**src/hdl/u2h_pkg.sv**
```systemverilog
// Shared types, constants and helpers for the UTF-8 to UCS-2 hex encoder.
`default_nettype none

package u2h_pkg;

  localparam int unsigned CodeW  = 16;
  localparam int unsigned CountW = 3;
  localparam int unsigned HexW   = 7;

  localparam logic [7:0]  ByteMask   = 8'hFF;
  localparam logic [5:0]  ContMask   = 6'h3F;
  localparam logic [1:0]  ContPrefix = 2'b10;
  localparam logic [7:0]  AsciiLimit = 8'd128;
  localparam logic [3:0]  DecLimit   = 4'd10;
  localparam logic [6:0]  AsciiZero  = 7'h30;
  localparam logic [6:0]  AsciiAlpha = 7'h37;

  typedef struct packed {
    logic             vld;
    logic [CodeW-1:0] code;
  } code_beat_t;

  typedef struct packed {
    logic [1:0] fill;
    logic [1:0] digit;
  } ser_status_t;

  function automatic logic [CountW-1:0] lead_len(input logic [7:0] b);
    logic [CountW-1:0] n;
    n = 3'd1;
    if (b < AsciiLimit || b == ByteMask) begin
      n = 3'd1;
    end else if (b[6] == 1'b0) begin
      n = 3'd1;
    end else if (b[5] == 1'b0) begin
      n = 3'd2;
    end else if (b[4] == 1'b0) begin
      n = 3'd3;
    end else if (b[3] == 1'b0) begin
      n = 3'd4;
    end else if (b[2] == 1'b0) begin
      n = 3'd5;
    end else if (b[1] == 1'b0) begin
      n = 3'd6;
    end else begin
      n = 3'd7;
    end
    return n;
  endfunction

  function automatic logic [HexW-1:0] hex_ascii(input logic [3:0] d);
    logic [HexW-1:0] c;
    if (d < DecLimit) begin
      c = AsciiZero + {3'b000, d};
    end else begin
      c = AsciiAlpha + {3'b000, d};
    end
    return c;
  endfunction

endpackage

`default_nettype wire

```
**src/hdl/u2h_decode.sv**
```systemverilog
// Byte decoder: sequence state, code accumulation and completed-code beats.
`default_nettype none

module u2h_decode
  import u2h_pkg::*;
(
  input  wire logic       clk_i,
  input  wire logic       rst_ni,
  input  wire logic       accept_i,
  input  wire logic [7:0] in_byte_i,
  input  wire logic       end_of_string_i,
  output code_beat_t      beat_o
);

  logic [CountW-1:0] bytes_left_q, bytes_left_d;
  logic [CodeW-1:0]  code_accum_q, code_accum_d;
  logic              high_seen_q, high_seen_d;
  logic              bad_seq_q, bad_seq_d;
  logic              emit;
  logic [CodeW-1:0]  code;
  logic [CountW-1:0] n;
  logic [7:0]        payload;
  logic [5:0]        cont;

  always_comb begin
    bytes_left_d = bytes_left_q;
    code_accum_d = code_accum_q;
    high_seen_d  = high_seen_q;
    bad_seq_d    = bad_seq_q;
    emit         = 1'b0;
    code         = code_accum_q;
    n            = lead_len(in_byte_i);
    payload      = in_byte_i & (ByteMask >> ({1'b0, n} + 4'd1));
    cont         = in_byte_i[5:0] & ContMask;
    if (bytes_left_q == '0) begin
      if (n == 3'd1) begin
        emit = (in_byte_i != 8'h00);
        code = {8'h00, in_byte_i};
      end else begin
        if (n == 3'd2) begin
          code_accum_d = {5'b00000, payload[4:0], 6'b000000};
        end else if (n == 3'd3) begin
          code_accum_d = {payload[3:0], 12'h000};
        end else begin
          code_accum_d = '0;
        end
        high_seen_d  = (n >= 3'd4) && (payload != 8'h00);
        bad_seq_d    = 1'b0;
        bytes_left_d = n - 3'd1;
      end
    end else begin
      if (in_byte_i[7:6] != ContPrefix) begin
        bad_seq_d = 1'b1;
      end else begin
        case (bytes_left_q)
          3'd1: code_accum_d = code_accum_q | {10'h000, cont};
          3'd2: code_accum_d = code_accum_q | {4'h0, cont, 6'b000000};
          3'd3: begin
            code_accum_d = code_accum_q | {cont[3:0], 12'h000};
            high_seen_d  = high_seen_q | (cont[5:4] != 2'b00);
          end
          default: high_seen_d = high_seen_q | (cont != 6'h00);
        endcase
      end
      bytes_left_d = bytes_left_q - 3'd1;
      if (bytes_left_d == '0) begin
        emit         = !bad_seq_d && ((code_accum_d != '0) || high_seen_d);
        code         = code_accum_d;
        code_accum_d = '0;
        high_seen_d  = 1'b0;
        bad_seq_d    = 1'b0;
      end
    end
    if (end_of_string_i) begin
      bytes_left_d = '0;
      code_accum_d = '0;
      high_seen_d  = 1'b0;
      bad_seq_d    = 1'b0;
    end
  end

  always_ff @(posedge clk_i or negedge rst_ni) begin
    if (!rst_ni) begin
      bytes_left_q <= '0;
      code_accum_q <= '0;
      high_seen_q  <= 1'b0;
      bad_seq_q    <= 1'b0;
    end else if (accept_i) begin
      bytes_left_q <= bytes_left_d;
      code_accum_q <= code_accum_d;
      high_seen_q  <= high_seen_d;
      bad_seq_q    <= bad_seq_d;
    end
  end

  assign beat_o.vld  = accept_i && emit;
  assign beat_o.code = code;

endmodule

`default_nettype wire

```
**src/hdl/u2h_serial.sv**
```systemverilog
// Two-entry code buffer and hex digit serialiser with registered output.
`default_nettype none

module u2h_serial
  import u2h_pkg::*;
(
  input  wire logic            clk_i,
  input  wire logic            rst_ni,
  input  wire code_beat_t      beat_i,
  output logic                 space_o,
  output ser_status_t          status_o,
  output logic                 out_valid_o,
  input  wire logic            out_ready_i,
  output logic [HexW-1:0]      hex_char_o,
  output logic                 last_of_run_o
);

  logic [CodeW-1:0] code_q [2];
  logic             wr_ptr_q, rd_ptr_q;
  logic [1:0]       fill_q, fill_d;
  logic [1:0]       digit_q;
  logic             out_valid_q;
  logic [HexW-1:0]  hex_q;
  logic             last_q;
  logic             load, pop;
  logic [CodeW-1:0] head;
  logic [3:0]       nibble;

  assign head = code_q[rd_ptr_q];
  assign load = (fill_q != 2'd0) && (!out_valid_q || out_ready_i);
  assign pop  = load && (digit_q == 2'd3);

  always_comb begin
    case (digit_q)
      2'd0:    nibble = head[15:12];
      2'd1:    nibble = head[11:8];
      2'd2:    nibble = head[7:4];
      default: nibble = head[3:0];
    endcase
    fill_d = fill_q + {1'b0, beat_i.vld} - {1'b0, pop};
  end

  always_ff @(posedge clk_i) begin
    if (beat_i.vld) begin
      code_q[wr_ptr_q] <= beat_i.code;
    end
    if (load) begin
      hex_q  <= hex_ascii(nibble);
      last_q <= (digit_q == 2'd3);
    end
  end

  always_ff @(posedge clk_i or negedge rst_ni) begin
    if (!rst_ni) begin
      wr_ptr_q    <= 1'b0;
      rd_ptr_q    <= 1'b0;
      fill_q      <= 2'd0;
      digit_q     <= 2'd0;
      out_valid_q <= 1'b0;
    end else begin
      fill_q <= fill_d;
      if (beat_i.vld) begin
        wr_ptr_q <= !wr_ptr_q;
      end
      if (pop) begin
        rd_ptr_q <= !rd_ptr_q;
      end
      if (load) begin
        digit_q     <= digit_q + 2'd1;
        out_valid_q <= 1'b1;
      end else if (out_ready_i) begin
        out_valid_q <= 1'b0;
      end
    end
  end

  assign space_o         = (fill_q != 2'd2);
  assign status_o.fill   = fill_q;
  assign status_o.digit  = digit_q;
  assign out_valid_o     = out_valid_q;
  assign hex_char_o      = hex_q;
  assign last_of_run_o   = last_q;

endmodule

`default_nettype wire

```
**src/hdl/utf8_to_ucs2_hex.sv**
```systemverilog
// Top level of the UTF-8 to UCS-2 hex encoder.
//
// Input channel: one UTF-8 byte per beat (in_byte_i, end_of_string_i) under
// in_valid_i / in_ready_o. Output channel: one ASCII hex digit per beat
// (hex_char_o, last_of_run_o) under out_valid_o / out_ready_i.
// Each completed character of nonzero code yields four digits, most
// significant nibble first, the fourth flagged by last_of_run_o.
// The completing beat writes a code into the buffer, and its first digit is
// then loaded into the output register. A byte is decoded in the cycle it is
// accepted, so a byte can be taken every cycle while the buffer has space; a
// code drains at one digit per cycle while the receiver is ready, so for
// single-byte characters the output digit rate bounds the input byte rate.
// A two-entry code buffer sits between decoder and serialiser; in_ready_o
// drops only while both entries are occupied.
// A stalled receiver holds the current digit; the buffer fills and then
// back-pressures the input. Reset clears the sequence state, the buffer
// and the output valid flag; no clearing pass is needed.
`default_nettype none

module utf8_to_ucs2_hex
  import u2h_pkg::*;
(
  input  wire logic            clk_i,
  input  wire logic            rst_ni,
  input  wire logic            in_valid_i,
  output logic                 in_ready_o,
  input  wire logic [7:0]      in_byte_i,
  input  wire logic            end_of_string_i,
  output logic                 out_valid_o,
  input  wire logic            out_ready_i,
  output logic [HexW-1:0]      hex_char_o,
  output logic                 last_of_run_o
);

  logic        accept;
  code_beat_t  beat;
  ser_status_t status;

  assign accept = in_valid_i && in_ready_o;

  u2h_decode u_decode (
    .clk_i           (clk_i),
    .rst_ni          (rst_ni),
    .accept_i        (accept),
    .in_byte_i       (in_byte_i),
    .end_of_string_i (end_of_string_i),
    .beat_o          (beat)
  );

  u2h_serial u_serial (
    .clk_i         (clk_i),
    .rst_ni        (rst_ni),
    .beat_i        (beat),
    .space_o       (in_ready_o),
    .status_o      (status),
    .out_valid_o   (out_valid_o),
    .out_ready_i   (out_ready_i),
    .hex_char_o    (hex_char_o),
    .last_of_run_o (last_of_run_o)
  );

  a_fill_bound: assert property (@(posedge clk_i) disable iff (!rst_ni)
    status.fill != 2'd3)
    else $error("code buffer overfilled");

  a_hex_range: assert property (@(posedge clk_i) disable iff (!rst_ni)
    out_valid_o |-> ((hex_char_o >= 7'h30 && hex_char_o <= 7'h39) ||
                     (hex_char_o >= 7'h41 && hex_char_o <= 7'h46)))
    else $error("digit outside hex alphabet");

  a_no_spurious: assert property (@(posedge clk_i) disable iff (!rst_ni)
    (status.fill == 2'd0 && !beat.vld) |=> !$rose(out_valid_o))
    else $error("output beat without buffered code");

  a_last_on_fourth: assert property (@(posedge clk_i) disable iff (!rst_ni)
    (out_valid_o && last_of_run_o) |-> (status.digit == 2'd0))
    else $error("last digit flagged out of step");

endmodule

`default_nettype wire

```
**config.mk**
```make
export PLATFORM = sky130hd
export DESIGN_NAME = utf8_to_ucs2_hex
export DESIGN_NICKNAME = d
export VERILOG_FILES = /design/src/hdl/u2h_pkg.sv /design/src/hdl/u2h_decode.sv /design/src/hdl/u2h_serial.sv /design/src/hdl/utf8_to_ucs2_hex.sv
export SDC_FILE = /design/constraint.sdc
export NUM_CORES = 1
export LEC_CHECK = 0
export ABC_AREA = 0
export BUFFER_PORTS_ARGS = -buffer_cell sky130_fd_sc_hd__buf_2
export CORE_UTILIZATION = 50
export DETAILED_ROUTE_END_ITERATION = 12
export PLACE_DENSITY = 0.76
export SETUP_SLACK_MARGIN = 0.4
export SYNTH_ARGS = -nofsm -noshare
export SYNTH_HDL_FRONTEND = slang
export SYNTH_SLANG_ARGS = --single-unit
```
**constraint.sdc**
```tcl
create_clock -name clk_i -period 3.2 [get_ports clk_i]
set_input_delay 0.64 -clock clk_i [delete_from_list [all_inputs] [get_ports clk_i]]
set_output_delay 0.64 -clock clk_i [all_outputs]
set_load 0.01 [all_outputs]
```
==> metrics <==
CTS tree=yes; Core Box Area=7330 µm²; Die H=89.6 µm; status=complete, no violations; WP data required=3260 ps; Final Power=0.00409 W; total global routing overflow=0; clock slew seen by the registers of the worst setup and hold paths=80 ps; most common cell after layout, fill and taps aside=edfxtp_1; multi-input logic area=1810 µm²; Leak=1.88 nW; Non-Filler Instances=513; Final period util=84.0%; Cell Pwr Density=905 nW/µm²; hold buffer count at cts=0; Antenna Violating Nets Remaining=0; worst hold path type=input port to async pin; post-DP HPWL=7220 µm; CP arrival=2750 ps; first-pass GRT wire length=15400 µm; Reg area=1900 µm²; unrepaired setup endpoints after global routing=no; average wire per standard cell=18.6 µm; clk buf depth=2; critical path type=flop to flop; pin count of the biggest net entering global routing=29; Worst Path Max Fanout=16; synth warn=0; max-slew violations=0; I/O pins=23; cell total after placement=494; gr usage total=26.2%; CP endpoint kind=flop; antenna cell count=0; Post-synth top flop=edfxtp_1; Core Util, Final=61.7%; vias in the first global route=3079; Synth Instances=362; Worst Max-Slew Pin Slew=672 ps; Max-Slew Margin vs Limit=55.2%; distinct cell type count after synthesis=60; initial core utilization=52.3%; number of hold violations in the final report=0; startpoint class of the critical path=flop; DRC Markers=0; asr flop ratio synth=41.2%; setup violators final=0; share of cells above drive strength 1=24.2%; number of flops mapped to enable cells by yosys=40; PortBufs=22; syn_area_per_cell=10.6 µm²; chip width=89.6 µm; post-layout min period=2690 ps; CTS sink cnt=68; Max-Cap Viols=0; 1st-iter DRT viols=323; most frequent cells in the layout=40 x edfxtp_1, 30 x nor2_1, 29 x inv_1; H-tree levels=3; fmax=0.372 GHz; Synth Cell Area=3830 µm²; routed wire length=9550 µm; root buffer cell=clkbuf_8; total CTS buffers=9; Area Overhead vs Synth=18.0%; Seq cells post-synth=68; vias per std cell=6.15; syn_nets=395; vias=3155; Seq/Total Area, Yosys=49.6%; nets=442; Worst VDD drop=0.484 mV; antenna violations before repair=0; clk_skew=7.01 ps; Worst-Skew Late Latency=340 ps; # rows=31; drt pass-1 iters=5; fillcell total=589; die footprint=8020 µm²; RD Place Congestion=1.04; setup_tns=0 ps
[cell families (layout without fill, tap and decap cells)]
logic type,count (synthesis),in the layout,synth area share [%]
xor+xnor,5,5,1.14
mux,4,4,2.35
compound gates,110,110,20.5
fa+ha+maj,20,20,6.53
buf+inv,46,98,4.73
flops,68,68,49.6
simple gates,109,109,15.1
[state kept, by name (all words and copies together), names as in the netlist]
| name | cells |
|---|---|
| u_serial.digit_q | 2 |
| u_decode.high_seen_q | 1 |
| u_decode.bytes_left_q | 3 |
| u_serial.out_valid_o | 1 |
| u_decode.code_accum_q | 16 |
| u_decode.bad_seq_q | 1 |
| u_serial.fill_q | 2 |
| u_serial.rd_ptr_q | 1 |
| u_serial.last_of_run_o | 1 |
| u_serial.code_q | 32 |
| u_serial.wr_ptr_q | 1 |
| u_serial.hex_char_o | 7 |
[what timing repair did]
item                       4_1_cts  5_1_grt
gates resized for setup          2       10
buffers inserted                 2        1
pin swaps                        1        3
setup endpoints to repair       34       18
[final cells by class]
cell class,instances,share of cell area [%]
flip-flops and latches,68,42.1
multi-input cells,248,40.1
repair buffers,52,7.97
clock buffers,9,2.74
well taps,99,2.74
inverters,30,2.49
clock inverters,7,1.85
[metal layers]
layer  wire (µm)  global-route usage, %  up-vias
met3         567                   5.63       36
met5           0                      0        -
met4         317                   11.3        0
li1            -                      -     1458
met1        4030                   31.8     1521
met2        4640                   45.0      140
[power by group]
group          switching [W]  internal (W)
combinational        0.00115      0.000836
clock               0.000366      0.000373
sequential          0.000140       0.00123
[metrics by stage]
step | hold WS (ps) | area, µm² | setup slack [ps]
after floorplan | 344 | 3890 | 343
after global placement | 483 | 4250 | 203
after detailed placement | 494 | 4250 | 133
after CTS | 331 | 4490 | 389
after global routing | 360 | 4520 | 410
final | 321 | 4520 | 512
[final timing paths]
path	depth (start not counted)	slack [ps]	from	end
max in group asynchronous	1	2400	rst_ni	u_decode.bytes_left_q[0]$_DFFE_PN0P_
max	10	510	u_decode.bytes_left_q[1]$_DFFE_PN0P_	u_serial.code_q[1][2]$_DFFE_PP_
min	1	320	rst_ni	u_serial.digit_q[0]$_DFFE_PN0P_
max reg2reg	10	510	u_decode.bytes_left_q[1]$_DFFE_PN0P_	u_serial.code_q[1][2]$_DFFE_PP_
min reg2reg	1	500	u_serial.fill_q[1]$_DFF_PN0_	u_serial.fill_q[1]$_DFF_PN0_
min in group clk_i	2	490	out_ready_i	u_serial.out_valid_o$_DFFE_PN0P_
[critical path, stage by stage, from the launching register on]
cell       delay, ps
dfrtp_1          380
inv_1            110
ha_4             180
or4bb_1          490
o2111ai_1        240
a21oi_1           70
o2111ai_1        290
nor3_2           100
buf_4            160
nor3b_4          200
buf_12           180
[synth_stat cells, drive strengths merged (6+ instances only)]
cell type  count  share of area [%]
ha            20                6.5
inv           30                2.9
a21oi         20                2.6
a22oi          6                1.2
nor3          10                1.3
nor2          32                3.1
edfxtp        40                 31
o21ai         26                3.4
nand2         28                2.7
a222oi         9                2.4
a22o          10                2.4
dfrtp         28                 18
clkbuf        14                1.4
(Power assumes the default switching activity.)
